File: src/hdl/ddma_pkg.sv
// Shared types and constants for the dual DMA controller.
`timescale 1ns / 1ps
package ddma_pkg;

  localparam logic [1:0] REQ_READ  = 2'd0;
  localparam logic [1:0] REQ_WRITE = 2'd1;
  localparam logic [1:0] REQ_RAISE = 2'd2;
  localparam logic [1:0] REQ_TICK  = 2'd3;

  localparam logic [3:0] R_CMD    = 4'd8;
  localparam logic [3:0] R_REQ    = 4'd9;
  localparam logic [3:0] R_SMASK  = 4'd10;
  localparam logic [3:0] R_MODE   = 4'd11;
  localparam logic [3:0] R_CLRFF  = 4'd12;
  localparam logic [3:0] R_MCLR   = 4'd13;
  localparam logic [3:0] R_CLRMSK = 4'd14;
  localparam logic [3:0] R_MASK   = 4'd15;

  // Channel entry held in the channel memory.
  typedef struct packed {
    logic [15:0] page;
    logic [15:0] base_addr;
    logic [15:0] run_addr;
    logic [15:0] base_cnt;
    logic [15:0] run_cnt;
    logic [7:0]  mode;
  } chan_t;

  typedef struct packed {
    logic [7:0]  rdata;
    logic        mem_valid;
    logic [31:0] mem_addr;
    logic        mem_to_memory;
    logic [1:0]  mem_size;
    logic [2:0]  mem_channel;
    logic        done_res;
  } result_t;

  // Page port low nibble to channel; bit 3 set means no channel.
  function automatic logic [3:0] page_map(input logic [3:0] idx);
    logic [3:0] r;
    unique case (idx)
      4'd1: r = 4'd2;
      4'd2: r = 4'd3;
      4'd3: r = 4'd1;
      4'd7: r = 4'd0;
      4'd9: r = 4'd6;
      4'd10: r = 4'd7;
      4'd11: r = 4'd5;
      4'd15: r = 4'd4;
      default: r = 4'd8;
    endcase
    return r;
  endfunction

endpackage

File: src/hdl/ddma_chan_mem.sv
// Eight-entry channel memory with registered read.
`timescale 1ns / 1ps
module ddma_chan_mem
  import ddma_pkg::*;
(
  input  logic       clk,
  input  logic       we,
  input  logic [2:0] waddr,
  input  chan_t      wdata,
  input  logic [2:0] raddr,
  output chan_t      rdata
);

  chan_t mem [8];

  always_ff @(posedge clk) begin
    if (we) begin
      mem[waddr] <= wdata;
    end
    rdata <= mem[raddr];
  end

endmodule

File: src/hdl/dual_dma_controller.sv
// Top level of the cascaded pair of DMA controllers.
// The s_axis channel takes one item: a port read, a port write, a request
// raise or a service tick. Each item gives exactly one result on m_axis.
// Each item is processed in order: decode and issue the channel memory read,
// read-modify-write of the channel entry, then the result register.
// A new item is accepted once the previous one has left the output
// register, so the block takes no new item before the last one is out.
// The channel state sits in an 8-entry memory with registered read; the
// memory is not cleared, so after reset the block runs a clearing pass
// (tready low) to zero every entry. Controller registers (command, status,
// mask, flip-flop) are flip-flops reset by rst, the mask to 15. When m_axis_tready
// is low the result holds in the output register and no item is accepted.
`timescale 1ns / 1ps
module dual_dma_controller
  import ddma_pkg::*;
(
  input  logic        clk,
  input  logic        rst,
  input  logic        s_axis_tvalid,
  output logic        s_axis_tready,
  // tdata: port[10:0], wdata[18:11], dreq_line[21:19], zeros
  input  logic [23:0] s_axis_tdata,
  // tuser: req_type[1:0]
  input  logic [1:0]  s_axis_tuser,
  output logic        m_axis_tvalid,
  input  logic        m_axis_tready,
  // tdata: rdata[7:0], mem_addr[39:8], mem_size[41:40], mem_channel[44:42], zeros
  output logic [47:0] m_axis_tdata,
  // tuser: mem_valid[0], mem_to_memory[1], done_res[2]
  output logic [2:0]  m_axis_tuser
);

  typedef enum logic [3:0] {
    ST_CLEAR = 4'b0001,
    ST_IDLE  = 4'b0010,
    ST_EXEC  = 4'b0100,
    ST_OUT   = 4'b1000
  } state_t;

  state_t      state;
  logic [3:0]  clr_cnt;
  logic [1:0]  kind;
  logic [10:0] port;
  logic [7:0]  wd;
  logic [2:0]  line;
  logic [7:0]  cmd   [2];
  logic [7:0]  stat  [2];
  logic [7:0]  mask  [2];
  logic        ff    [2];
  result_t     res;

  logic        we;
  logic [2:0]  waddr;
  logic [2:0]  raddr;
  logic [3:0]  in_pmap;
  chan_t       wentry;
  chan_t       rentry;

  ddma_chan_mem u_mem (
    .clk   (clk),
    .we    (we),
    .waddr (waddr),
    .wdata (wentry),
    .raddr (raddr),
    .rdata (rentry)
  );

  // Decode of the latched item
  logic       is_ctl;
  logic       ctl;
  logic [3:0] reg_idx;
  logic       is_plo;
  logic       is_phi;
  logic [3:0] pmap;
  logic [2:0] reg_ch;
  logic [2:0] pend_ch;
  logic       pend_any;

  always_comb begin
    is_ctl  = 1'b0;
    ctl     = 1'b0;
    reg_idx = port[3:0];
    if (port < 11'h010) begin
      is_ctl = 1'b1;
    end else if (port >= 11'h0C0 && port <= 11'h0DF && !port[0]) begin
      is_ctl  = 1'b1;
      ctl     = 1'b1;
      reg_idx = port[4:1];
    end
    is_plo = port >= 11'h080 && port <= 11'h08F;
    is_phi = port >= 11'h480 && port <= 11'h48F;
    pmap   = page_map(port[3:0]);
    reg_ch = {ctl, reg_idx[2:1]};
  end

  always_comb begin
    pend_any = 1'b0;
    pend_ch  = 3'd0;
    for (int i = 7; i >= 0; i--) begin
      if (stat[i / 4][4 + (i % 4)] && !mask[i / 4][i % 4]) begin
        pend_any = 1'b1;
        pend_ch  = 3'(i);
      end
    end
  end

  assign in_pmap = page_map(s_axis_tdata[3:0]);

  always_comb begin
    if (state == ST_CLEAR) begin
      raddr = 3'd0;
    end else if (s_axis_tuser == REQ_TICK) begin
      raddr = pend_ch;
    end else if (s_axis_tdata[10:0] < 11'h010) begin
      if (s_axis_tuser == REQ_WRITE && s_axis_tdata[3:0] == R_MODE) begin
        raddr = {1'b0, s_axis_tdata[12:11]};
      end else begin
        raddr = {1'b0, s_axis_tdata[2:1]};
      end
    end else if (s_axis_tdata[10:4] == 7'h08 || s_axis_tdata[10:4] == 7'h48) begin
      raddr = in_pmap[2:0];
    end else if (s_axis_tuser == REQ_WRITE && s_axis_tdata[4:1] == R_MODE) begin
      raddr = {1'b1, s_axis_tdata[12:11]};
    end else begin
      raddr = {1'b1, s_axis_tdata[3:2]};
    end
  end

  assign s_axis_tready = (state == ST_IDLE);
  assign m_axis_tvalid = (state == ST_OUT);
  assign m_axis_tdata  = {3'b0, res.mem_channel, res.mem_size, res.mem_addr, res.rdata};
  assign m_axis_tuser  = {res.done_res, res.mem_to_memory, res.mem_valid};

  // Execute stage: combinational read-modify-write of the fetched entry
  result_t    r_n;
  chan_t      e_n;
  logic       we_n;
  logic [2:0] wa_n;
  logic [7:0] stat_n [2];
  logic [7:0] mask_n [2];
  logic [7:0] cmd_n  [2];
  logic       ff_n   [2];
  logic [2:0] tch;
  logic       wide;
  logic       last;
  logic [16:0] sh;
  logic [15:0] v;

  always_comb begin
    r_n    = '0;
    e_n    = rentry;
    we_n   = 1'b0;
    wa_n   = raddr;
    stat_n = stat;
    mask_n = mask;
    cmd_n  = cmd;
    ff_n   = ff;
    tch    = pend_ch;
    wide   = pend_ch[2];
    last   = rentry.run_cnt == 16'd0;
    sh     = {rentry.run_addr, 1'b0};
    v      = reg_idx[0] ? rentry.run_cnt : rentry.run_addr;
    case (kind)
      REQ_READ: begin
        r_n.rdata = 8'hFF;
        if (is_ctl) begin
          if (!reg_idx[3]) begin
            r_n.rdata = ff[ctl] ? v[15:8] : v[7:0];
            ff_n[ctl] = !ff[ctl];
          end else if (reg_idx == R_CMD) begin
            r_n.rdata = stat[ctl];
          end else if (reg_idx == R_MASK) begin
            r_n.rdata = mask[ctl];
          end
        end else if ((is_plo || is_phi) && !pmap[3]) begin
          r_n.rdata = is_plo ? rentry.page[7:0] : rentry.page[15:8];
        end
      end
      REQ_WRITE: begin
        if (is_ctl) begin
          if (!reg_idx[3]) begin
            we_n = 1'b1;
            wa_n = reg_ch;
            if (reg_idx[0]) begin
              if (ff[ctl]) begin
                e_n.base_cnt[15:8] = wd;
                e_n.run_cnt[15:8]  = wd;
              end else begin
                e_n.base_cnt[7:0] = wd;
                e_n.run_cnt[7:0]  = wd;
              end
            end else begin
              if (ff[ctl]) begin
                e_n.base_addr[15:8] = wd;
                e_n.run_addr[15:8]  = wd;
              end else begin
                e_n.base_addr[7:0] = wd;
                e_n.run_addr[7:0]  = wd;
              end
            end
            ff_n[ctl] = !ff[ctl];
          end else begin
            unique case (reg_idx)
              R_CMD: cmd_n[ctl] = wd;
              R_REQ: begin
                stat_n[ctl][wd[1:0]]       = 1'b0;
                stat_n[ctl][4 + wd[1:0]]   = wd[2];
              end
              R_SMASK: mask_n[ctl][wd[1:0]] = wd[2];
              R_MODE: begin
                we_n = 1'b1;
                wa_n = {ctl, wd[1:0]};
              end
              R_CLRFF: ff_n[ctl] = 1'b0;
              R_MCLR: begin
                ff_n[ctl]   = 1'b0;
                cmd_n[ctl]  = 8'd0;
                stat_n[ctl] = 8'd0;
                mask_n[ctl] = 8'd15;
              end
              R_CLRMSK: mask_n[ctl] = 8'd0;
              default: mask_n[ctl] = wd;
            endcase
          end
        end else if ((is_plo || is_phi) && !pmap[3]) begin
          we_n = 1'b1;
          wa_n = pmap[2:0];
          if (is_plo) begin
            e_n.page[7:0] = wd;
          end else begin
            e_n.page[15:8] = wd;
          end
        end
      end
      REQ_RAISE: begin
        stat_n[line[2]][4 + line[1:0]] = 1'b1;
      end
      default: begin
        if (pend_any) begin
          r_n.mem_valid     = 1'b1;
          r_n.mem_addr      = {rentry.page, wide ? sh[15:0] : rentry.run_addr};
          r_n.mem_to_memory = rentry.mode[3:2] == 2'b01;
          r_n.mem_size      = wide ? 2'd2 : 2'd1;
          r_n.mem_channel   = tch;
          we_n = 1'b1;
          wa_n = tch;
          e_n.run_addr = rentry.mode[5] ? rentry.run_addr - 16'd1 : rentry.run_addr + 16'd1;
          e_n.run_cnt  = rentry.run_cnt - 16'd1;
          if (last) begin
            if (rentry.mode[4]) begin
              e_n.run_addr = rentry.base_addr;
              e_n.run_cnt  = rentry.base_cnt;
            end
            stat_n[tch[2]][4 + tch[1:0]] = 1'b0;
            stat_n[tch[2]][tch[1:0]]     = 1'b1;
            r_n.done_res = 1'b1;
          end
        end
      end
    endcase
  end

  logic [2:0] tick_ch;

  // Mode writes use the whole byte; keep it separate from the entry fetch.
  always_comb begin
    we     = 1'b0;
    waddr  = wa_n;
    wentry = e_n;
    if (state == ST_CLEAR) begin
      we     = 1'b1;
      waddr  = clr_cnt[2:0];
      wentry = '0;
    end else if (state == ST_EXEC) begin
      we = we_n;
      if (kind == REQ_WRITE && is_ctl && reg_idx == R_MODE) begin
        wentry      = e_n;
        wentry.mode = wd;
      end
    end
  end

  assign tick_ch = pend_ch;

  always_ff @(posedge clk) begin
    if (rst) begin
      state   <= ST_CLEAR;
      clr_cnt <= 4'd0;
      for (int i = 0; i < 2; i++) begin
        cmd[i]  <= 8'd0;
        stat[i] <= 8'd0;
        mask[i] <= 8'd15;
        ff[i]   <= 1'b0;
      end
    end else begin
      unique case (state)
        ST_CLEAR: begin
          clr_cnt <= clr_cnt + 4'd1;
          if (clr_cnt == 4'd7) begin
            state <= ST_IDLE;
          end
        end
        ST_IDLE: begin
          if (s_axis_tvalid) begin
            state <= ST_EXEC;
          end
        end
        ST_EXEC: begin
          stat  <= stat_n;
          mask  <= mask_n;
          cmd   <= cmd_n;
          ff    <= ff_n;
          state <= ST_OUT;
        end
        ST_OUT: begin
          if (m_axis_tready) begin
            state <= ST_IDLE;
          end
        end
        default: state <= ST_IDLE;
      endcase
    end
  end

  always_ff @(posedge clk) begin
    if (state == ST_IDLE && s_axis_tvalid) begin
      kind <= s_axis_tuser;
      port <= s_axis_tdata[10:0];
      wd   <= s_axis_tdata[18:11];
      line <= s_axis_tdata[21:19];
    end
    if (state == ST_EXEC) begin
      res <= r_n;
    end
  end

  // The fetched tick channel is still the pending one at execute time.
  ap_tick_ch: assert property (@(posedge clk) disable iff (rst)
    (state == ST_EXEC && kind == REQ_TICK && pend_any) |-> tick_ch == $past(raddr))
    else $error("tick channel changed between fetch and execute");

  ap_one_valid: assert property (@(posedge clk) disable iff (rst)
    !(s_axis_tready && m_axis_tvalid))
    else $error("input and output both open");

  ap_done_valid: assert property (@(posedge clk) disable iff (rst)
    (m_axis_tvalid && m_axis_tuser[2]) |-> m_axis_tuser[0])
    else $error("done without element");

  ap_clear_len: assert property (@(posedge clk) disable iff (rst)
    (state == ST_CLEAR) |-> !s_axis_tready)
    else $error("item accepted during clearing pass");

endmodule

File: config.mk
export PLATFORM = sky130hd
export DESIGN_NAME = dual_dma_controller
export DESIGN_NICKNAME = d
export VERILOG_FILES = /design/src/hdl/ddma_pkg.sv /design/src/hdl/ddma_chan_mem.sv /design/src/hdl/dual_dma_controller.sv
export SDC_FILE = /design/constraint.sdc
export NUM_CORES = 1
export LEC_CHECK = 0
export ABC_CLOCK_PERIOD_IN_PS = 15600
export BUFFER_PORTS_ARGS = -buffer_cell sky130_fd_sc_hd__buf_2
export CAP_MARGIN = 20
export CORE_MARGIN = 2
export CORE_UTILIZATION = 50
export DETAILED_ROUTE_END_ITERATION = 12
export PLACE_DENSITY = 0.68
export SETUP_SLACK_MARGIN = 0.4
export SYNTH_ARGS = -nofsm -noshare
export SYNTH_HDL_FRONTEND = slang
export SYNTH_SLANG_ARGS = --single-unit
File: constraint.sdc
create_clock -name clk -period 15.6 [get_ports clk]
set_input_delay 2.34 -clock clk [delete_from_list [all_inputs] [get_ports clk]]
set_output_delay 2.34 -clock clk [all_outputs]
set_load 0.01 [all_outputs]
After elaboration in Yosys (flattened, before gate mapping)
Memory sizes are Yosys's and may differ from the RTL's. A register that Yosys moved wholly into a read port is not among the register bits.
Index checks and enable logic that the tools add are counted.
{ "op_classes": {"add_sub_neg": 7, "multipliers": 0, "div": 0, "magnitude_cmp": 24, "n_eq_ne": 31, "shifts": 0, "mux": 141, "bitwise_logic": 20, "n_reduce_logical": 54} }
{ "ops": {"columns": ["operator", "n"], "rows": [
  ["16-bit 2-to-1 mux", 16],
  ["8-bit 2-to-1 mux", 29],
  ["64-bit 2-to-1 mux", 2],
  ["32-bit 2-to-1 mux", 3],
  ["16-bit one-hot mux with 2 select lines", 3],
  ["88-bit 2-to-1 mux", 1],
  ["16-bit bitwise AND", 4],
  ["16-bit one-hot mux with 4 select lines", 1],
  ["3-bit 2-to-1 mux", 18],
  ["16-bit bitwise mux", 3],
  ["8-bit demux with 1-bit select", 6],
  ["16-bit inverter", 3],
  ["16-bit one-hot mux with 3 select lines", 1],
  ["4-bit equality test (second input constant)", 11],
  ["40-bit 2-to-1 mux", 1],
  ["4-bit 2-to-1 mux", 8],
  ["16-bit bitwise OR", 2],
  ["16-bit by 1-bit subtractor with 16-bit output (second input constant)", 2],
  ["1-bit 2-to-1 mux", 30],
  ["1-bit logical AND", 26],
  ["11-bit by 8-bit >= comparator with 1-bit output (second input constant)", 2],
  ["11-bit by 8-bit <= comparator with 1-bit output (second input constant)", 2],
  ["11-bit by 5-bit < comparator with 1-bit output (second input constant)", 2],
  ["16-bit by 1-bit adder with 16-bit output (second input constant)", 1],
  ["51 further kinds", 100]
]} }
{ "word_totals": {"regBits": 114, "latchBits": 0, "ram_bits": 704, "rom_bits": 128, "output_inout_bits": 53, "word_cells": 300, "n_memories": 3} }
{ "memory_table": {"columns": ["name", "words", "width", "read_ports", "rd_clocked_by_memory_dff", "wr", "line_no", "source"], "rows": [
  ["u_mem.mem", 8, 88, 1, 1, 1, "ddma_chan_mem.sv:14", "chan_t mem [8];"],
  ["(name not given)", 16, 4, 1, 0, 0, "ddma_pkg.sv:42", "unique case (idx)"],
  ["(name not given)", 16, 4, 1, 1, 0, "ddma_pkg.sv:42", null]
]} }

Longest topological paths before layout
Gate-level depths: netlist of run 1.
{ "depth": {"word_depth": 23, "ltp_mapped": 12, "depth_no_buf": 10} }

By module
Synthesis of run 1 repeated with hierarchy kept, for this count alone.
{ "hier_totals": {"hier_cells": 2415, "hier_area_um2": 38299.2} }
{ "modules_own_cells": {"columns": ["module", "instances", "cells_each", "area_per_inst_um2", "seq_area_each_um2"], "rows": [
  ["ddma_chan_mem", 1, 1119, 28233.3, 22902.0],
  ["dual_dma_controller", 1, 1296, 10065.9, 3052.9]
]} }

Worst setup path before layout of run 1
No wires, ideal clock.
{ "synth_path": {"kind": "input port to flip-flop", "from": "input s_axis_tdata[8]", "to": "memory u_mem.mem[0][10] (netlist name) (enable)", "t_arrival_ps": 10224, "required_ps": 14953, "path_slack_ps": 4728, "path_stages": 11, "n_path_buf": 3, "cell_sequence": "nor4_1 -> nor2b_1 -> a21o_1 -> a32o_1 -> o22ai_1 -> buf_2 -> buf_4 -> buf_4 -> o2111ai_1 -> o211ai_1 -> nor3b_1"} }
{ "synth_via": {"elab_chain_cells": 11} }
{ "synth_rtl": {"columns": ["item", "line_no", "source"], "rows": [
  ["start: declaration", "dual_dma_controller.sv:22", "input logic [23:0] s_axis_tdata,"],
  ["branches (longest 3 deep; another with 11-bit by 5-bit < comparator with 1-bit output)", null, null],
  ["3-bit 2-to-1 mux (*)", "dual_dma_controller.sv:114", "end else if (s_axis_tdata[10:0] < 11'h010) begin"],
  ["3-bit 2-to-1 mux (*)", "dual_dma_controller.sv:112", "end else if (s_axis_tuser == REQ_TICK) begin"],
  ["3-bit 2-to-1 mux (*)", "dual_dma_controller.sv:110", "if (state == ST_CLEAR) begin"],
  ["3-bit 2-to-1 mux", "dual_dma_controller.sv:203", "unique case (reg_idx)"],
  ["3-bit 2-to-1 mux", "dual_dma_controller.sv:181", "if (!reg_idx[3]) begin"],
  ["3-bit 2-to-1 mux", "dual_dma_controller.sv:180", "if (is_ctl) begin"],
  ["3-bit one-hot mux with 2 select lines (*)", "dual_dma_controller.sv:163", "case (kind)"],
  ["3-bit 2-to-1 mux (*)", "dual_dma_controller.sv:270", "if (state == ST_CLEAR) begin"],
  ["end: declaration", "ddma_chan_mem.sv:14", null]
]} }
Every way passes the cells marked *.

Worst setup path in the final report of run 1
{ "layout_path": {"from": "input s_axis_tdata[1]", "to": "memory u_mem.mem[3][25] (netlist name) (enable)"} }
{ "layout_via": {"elab_chain_cells": 12} }
{ "layout_rtl": {"columns": ["item", "line_no"], "rows": [
  ["branches (longest 4 deep; another with 11-bit by 5-bit < comparator with 1-bit output)", null],
  ["3-bit 2-to-1 mux (*)", "dual_dma_controller.sv:114"],
  ["3-bit 2-to-1 mux (*)", "dual_dma_controller.sv:112"],
  ["3-bit 2-to-1 mux (*)", "dual_dma_controller.sv:110"],
  ["3-bit 2-to-1 mux", "dual_dma_controller.sv:203"],
  ["3-bit 2-to-1 mux", "dual_dma_controller.sv:181"],
  ["3-bit 2-to-1 mux", "dual_dma_controller.sv:180"],
  ["3-bit one-hot mux with 2 select lines (*)", "dual_dma_controller.sv:163"],
  ["3-bit 2-to-1 mux (*)", "dual_dma_controller.sv:270"]
]} }
Marks and branches as above.

==> impl_metrics.env, run 1 <==
export IMPL_start_util_pct=50.3
export IMPL_clock_latency_ns=0.66
export IMPL_critPathTopFamily="buffers and inverters"
export IMPL_crit_chain="buf_2 > inv_1 > ha_1 > inv_1 > o21ai_0 > o41ai_1 > a221oi_1 > a21oi_1 > nor2_4 > buf_4 > o311ai_2 > nor2b_4 > buf_4 > buf_4"
export IMPL_clockBufferDepth=3
export IMPL_worstMarginPinSlew_ns=1.19
export IMPL_rsz0062_at_grt="no"
export IMPL_wl_per_cell_um=25.4
export IMPL_hp_class="reg -> reg"
export IMPL_dp_hpwl_mm=56.5
export IMPL_die_h_um=280
export IMPL_power_density_mw_per_mm2=205
export IMPL_post_route_util_pct=56.0
export IMPL_postCtsHoldBufs=0
export IMPL_synth_cell_type_count=85
export IMPL_fmaxAchievable_ghz=0.143
export IMPL_synthFlopType="edfxtp_1"
export IMPL_status="finished clean"
export IMPL_power_leakage_nw=14.6
export IMPL_grt_usage_pct=24.2
export IMPL_dr_pass1_iters=6
export IMPL_max_stage_delay_ns=0.75
export IMPL_synth_area_leader_cell="edfxtp_1"
export IMPL_synth_area_mm2=0.0381
export IMPL_grt_pass1_wl_mm=142
export IMPL_max_slew_margin_pct=21.0
export IMPL_vdd_ir_drop_max_v=0.000183
export IMPL_path_buf_inv=6
export IMPL_wirelength_mm=96.2
export IMPL_antennaDiodeCount=0
export IMPL_fin_worst_skew_ns=0.0230
export IMPL_period_needed_ns=6.98
export IMPL_grt_overflow=0
export IMPL_initialDrtViolationCount=2540
export IMPL_cts_setup_buffers=0
export IMPL_synth_seq_cells=873
export IMPL_grt_pass1_vias=22901
export IMPL_synthToLayoutAreaGrowth_pct=11.3
export IMPL_critical_path_class="in -> reg"
export IMPL_critPathLaunch="s_axis_tdata[1]"
export IMPL_drv_cap=0
export IMPL_worstPathMaxFanout=49
export IMPL_hold_viol=0
export IMPL_cts_root_buf="clkbuf_16"
export IMPL_r2r_start="kind[0]"
export IMPL_grt_max_degree=165
export IMPL_cts_buffers_inserted=88
export IMPL_yosysTopAreaCellShare_pct=58.6
export IMPL_drc=0
export IMPL_cts_tree="built"
export IMPL_ant_nets=0
export IMPL_antenna_found_initial=2
export IMPL_drive_gt1_share_pct=14.2
export IMPL_syn_inst=2658
export IMPL_synth_seq_area_share_pct=65.4
export IMPL_cts_sinks=873
export IMPL_io_pins=83
export IMPL_start_kind="primary input"
export IMPL_portBuffers=77
export IMPL_setup_violations=0
export IMPL_yosysWarnings=0
export IMPL_finalNetCount=2791
export IMPL_cts_resized_gates=0
export IMPL_period_share_pct=44.7
export IMPL_tns_ns=0
export IMPL_die_width_um=280
export IMPL_path_common_cell="buf_4"
export IMPL_yosys_top_cells_area="edfxtp_1, mux2i_1, dfxtp_1"
export IMPL_htreeDepth=3
export IMPL_via_per_inst=6.15
export IMPL_synthArstFlopShare_pct=0
export IMPL_synth_avg_cell_area_um2=14.3
export IMPL_dieArea_mm2=0.0784
export IMPL_path_clk_slew_ns=0.06
export IMPL_cp_arrival_ns=7.26
export IMPL_final_common_cell="edfxtp_1"
export IMPL_gp_congestion=0.966
export IMPL_worst_setup_path_end_kind="flip-flop"
export IMPL_num_vias=23268
export IMPL_drv_slew=0
export IMPL_crit_slowest_cell="buf_4"
export IMPL_worstPathRequired_ns=15.88
export IMPL_final_cell_mix="edfxtp_1, mux2i_1, nand2_1"
export IMPL_synth_edf_count=743
export IMPL_core_area_mm2=0.0757
export IMPL_rows=101
## state kept, by name, summed over array words and instances (netlist names), named ones only
name	flops
u_mem.mem	672
u_mem.rdata	84
m_axis_tdata	44
stat	16
port	11
wd	8
clr_cnt	4
pmap	4
state	4
line	3
m_axis_tuser	3
ff	2
kind	2
## area by class of cell
class	instances	area, um^2
well taps	978	1220
fillers	5929	33300
multi-input cells	1602	12400
flip-flops and latches	873	24900
repair buffers	134	833
clock buffers	124	2460
inverters	36	135
clock inverters	39	419
## per-layer routing
metal / up-vias / global-route usage (%) / share of wire (%)
met5: - / 0 / 0
li1: 10390 / - / -
met4: 0 / 9.42 / 3.7
met2: 1020 / 39.4 / 47
met1: 11643 / 32.3 / 42
met3: 215 / 4.29 / 7.7
## stage by stage
stage / instance area [um^2] / setup slack (ns) / power, mW / instances / hold WS, ns
floorplan: 38100 / 4.73 / 5.82 / 2660 / 0.450
global placement: 39500 / 7.95 / 6.51 / 3621 / 0.462
detailed placement: 39500 / 7.88 / 6.62 / 3621 / 0.471
CTS: 42400 / 8.59 / 8.70 / 3784 / 0.485
global route: 42400 / 8.32 / 9.08 / 3786 / 0.511
finish: 42400 / 8.62 / 8.68 / 3786 / 0.489
## worst paths after layout
path / endpoint / slack, ns / cells past startpoint
worst max-delay path: u_mem.mem[3][25] / 8.62 / 14
worst min-delay path: flip-flop / 0.49 / 1
worst max register to register: u_mem.mem[3][25] / 9.48 / 13
worst min register to register: flip-flop / 0.49 / 1
## logic make-up after synthesis
family	count (synthesis)	share of synthesized area, %
xor+xnor	28	0.644
simple gates	471	6.00
flops	873	65.4
mux	627	17.0
fa+ha+maj	26	0.874
buf+inv	185	2.27
other cells	1	0.00985
compound gates	447	7.77
## cell usage after synthesis, types with 7 or more instances
master       n
xor2_1      14
nor2b_1     12
o22ai_1     36
a221oi_1    10
xnor2_1     14
o21a_1       8
and2_1      32
a21oi_1    132
edfxtp_1   743
o221ai_1     9
mux4_2       8
a22oi_1     15
a22o_1      20
buf_4       33
nor4_1       7
o21ai_0     78
nor2_1     122
mux2i_1    532
inv_1       34
a221o_1      9
nand2_1    157
a21o_1       9
dfxtp_1    130
buf_2       38
o2111ai_1    8
nor3_1      35
clkbuf_1    73
a31oi_1     10
a211oi_1    21
nand3_1     22
o211ai_1    23
mux2_2      86
nand2b_1    24
ha_1        25
## report_power, final
group / switching, mW / internal, mW / total [mW]
clock network: 0.884 / 1.19 / 2.08
logic: 1.71 / 1.04 / 2.76
registers: 0.320 / 3.53 / 3.85
Note: power is estimated with default switching activity, not from simulation.
==> run 2: changes to the inputs <==
ABC_CLOCK_PERIOD_IN_PS = 6400   (was 15600)
PLACE_DENSITY = 0.7   (was 0.68)
clock period = 6.4 ns   (was 15.6 ns; I/O delays follow)
==> impl_metrics.env, run 2 (same netlist as run 1, synthesis figures left out) <==
export IMPL_grt_usage_pct=24.7
export IMPL_worstMarginPinSlew_ns=1.18
export IMPL_drc=0
export IMPL_switching_power_mw=7.15
export IMPL_path_buf_inv=0
export IMPL_rsz0062_at_grt="no"
export IMPL_worstPathRequired_ns=6.71
export IMPL_ant_nets=0
export IMPL_vdd_ir_drop_max_v=0.000687
export IMPL_antenna_found_initial=1
export IMPL_drv_slew=0
export IMPL_cts_resized_gates=0
export IMPL_power_mw=21.5
export IMPL_path_clk_slew_ns=0.06
export IMPL_regMostFlops="u_mem.mem"
export IMPL_power_leakage_nw=14.7
export IMPL_max_stage_delay_ns=0.95
export IMPL_cts_tree="built"
export IMPL_swShare_pct=33.3
export IMPL_largest_reg_flops=672
export IMPL_max_slew_margin_pct=21.5
export IMPL_crit_slowest_cell="a2111oi_2"
export IMPL_hp_class="in -> reg"
export IMPL_path_common_cell="nand2_1"
export IMPL_dieArea_mm2=0.0784
export IMPL_final_common_cell="edfxtp_1"
export IMPL_die_width_um=280
export IMPL_grt_pass1_wl_mm=145
export IMPL_clockBufferDepth=3
export IMPL_grt_overflow=0
export IMPL_num_vias=23278
export IMPL_clock_power_share_pct=24.8
export IMPL_via_per_inst=6.14
export IMPL_worstPathMaxFanout=20
export IMPL_multi_input_area_mm2=0.0124
export IMPL_clock_latency_ns=0.65
export IMPL_core_area_mm2=0.0757
export IMPL_io_pins=83
export IMPL_final_fill_count=5944
export IMPL_power_density_mw_per_mm2=502
export IMPL_critical_path_class="reg -> reg"
export IMPL_htreeDepth=3
export IMPL_cts_setup_buffers=0
export IMPL_drive_gt1_share_pct=14.5
export IMPL_register_area_mm2=0.0249
export IMPL_top_usage_layer="met2"
export IMPL_combinationalPowerShare_pct=31.5
export IMPL_die_h_um=280
export IMPL_cts_sinks=873
export IMPL_cts_buffers_inserted=89
export IMPL_dp_hpwl_mm=57.1
export IMPL_portBuffers=77
export IMPL_rows=101
export IMPL_start_util_pct=50.3
export IMPL_worst_setup_path_end_kind="flip-flop"
export IMPL_cp_arrival_ns=5.18
export IMPL_grt_use_met3_pct=5.11
export IMPL_drv_cap=0
export IMPL_period_share_pct=76.1
export IMPL_cts_root_buf="clkbuf_16"
export IMPL_place_inst=3624
export IMPL_grt_max_degree=147
export IMPL_period_needed_ns=4.87
export IMPL_fmaxAchievable_ghz=0.205
export IMPL_wl_per_cell_um=25.7
export IMPL_seqPwrFrac_pct=43.7
export IMPL_wirelength_mm=97.3
export IMPL_holdWs_ns=0.489
export IMPL_fin_worst_skew_ns=0.0409
export IMPL_tns_ns=0
export IMPL_internal_power_mw=14.3
export IMPL_finalNetCount=2794
export IMPL_postCtsHoldBufs=0
export IMPL_grt_pass1_vias=23346
export IMPL_hold_viol=0
export IMPL_final_cell_mix="edfxtp_1, mux2i_1, nand2_1"
export IMPL_initialDrtViolationCount=2271
export IMPL_status="finished clean"
export IMPL_grt_use_met2_pct=39.9
export IMPL_dr_pass1_iters=7
export IMPL_start_kind="flip-flop"
export IMPL_grt_use_met1_pct=33.5
export IMPL_antennaDiodeCount=0
export IMPL_crit_chain="nor4_4 > nand2_1 > a2111oi_2 > and2_1 > nand2_1 > nor2_1 > a22oi_1 > o21ai_0"
export IMPL_critPathTopFamily="simple AND/OR/NAND/NOR gates"
export IMPL_synthToLayoutAreaGrowth_pct=12.2
export IMPL_instances_no_fill=3791
export IMPL_gp_congestion=0.920
export IMPL_setup_violations=0
==> run 2: changes by cell type in the layout (fill, tap and decap cells not counted), sizes merged <==
cell and delta:
inv -2, buf +2, clkinvlp +2, bufinv +6, clkinv -3
==> run 2: worst paths after layout <==
check	cells after the start	endpoint	from	slack [ns]
worst max register to register	8	u_mem.mem[4][22]	port[9]	1.53
worst min register to register	1	flip-flop	flip-flop	0.50
worst max-delay path	8	u_mem.mem[4][22]	port[9]	1.53
worst min-delay path	1	wd[2]	s_axis_tdata[13]	0.49
==> run 2: cell type report <==
type | count | share of cell area [%]
clock buffers | 124 | 5.78
clock inverters | 42 | 1.36
inverters | 36 | 0.316
multi-input cells | 1602 | 29.1
flip-flops and latches | 873 | 58.3
well taps | 978 | 2.86
repair buffers | 136 | 2.28
==> run 2: power groups by stage <==
stage | registers (mW) | clock network, mW | logic (mW)
finish | 9.39 | 5.32 | 6.77
global route | 9.48 | 5.63 | 7.34
CTS | 9.37 | 5.39 | 6.75
detailed placement | 9.48 | 0 | 6.71
global placement | 9.41 | 0 | 6.49
floorplan | 9.15 | 0 | 4.95
==> run 2: worst register-to-register path, stage by stage (launching register included) <==
cell and delay, ns:
edfxtp_1 0.48, nor4_4 0.48, nand2_1 0.53, a2111oi_2 0.95, and2_1 0.37, nand2_1 0.45
nor2_1 0.43, a22oi_1 0.10, o21ai_0 0.73
==> run 2: metrics by stage <==
stage | worst slack [ns] | utilization (%) | cell area [um^2]
6_report | 1.53 | 56.5 | 42700
5_1_grt | 1.43 | 56.5 | 42700
4_1_cts | 1.76 | 56.5 | 42700
3_5_place_dp | 1.50 | 52.4 | 39700
3_3_place_gp | 1.59 | 52.4 | 39700
2_1_floorplan | -0.180 | - | 38100
==> run 2: layer usage <==
metal  part of all wire (%)  vias up
li1                       -    10423
met1                     42    11704
met2                     47      951
met3                    7.9      198
met4                    3.1        2
met5                  0.013        -
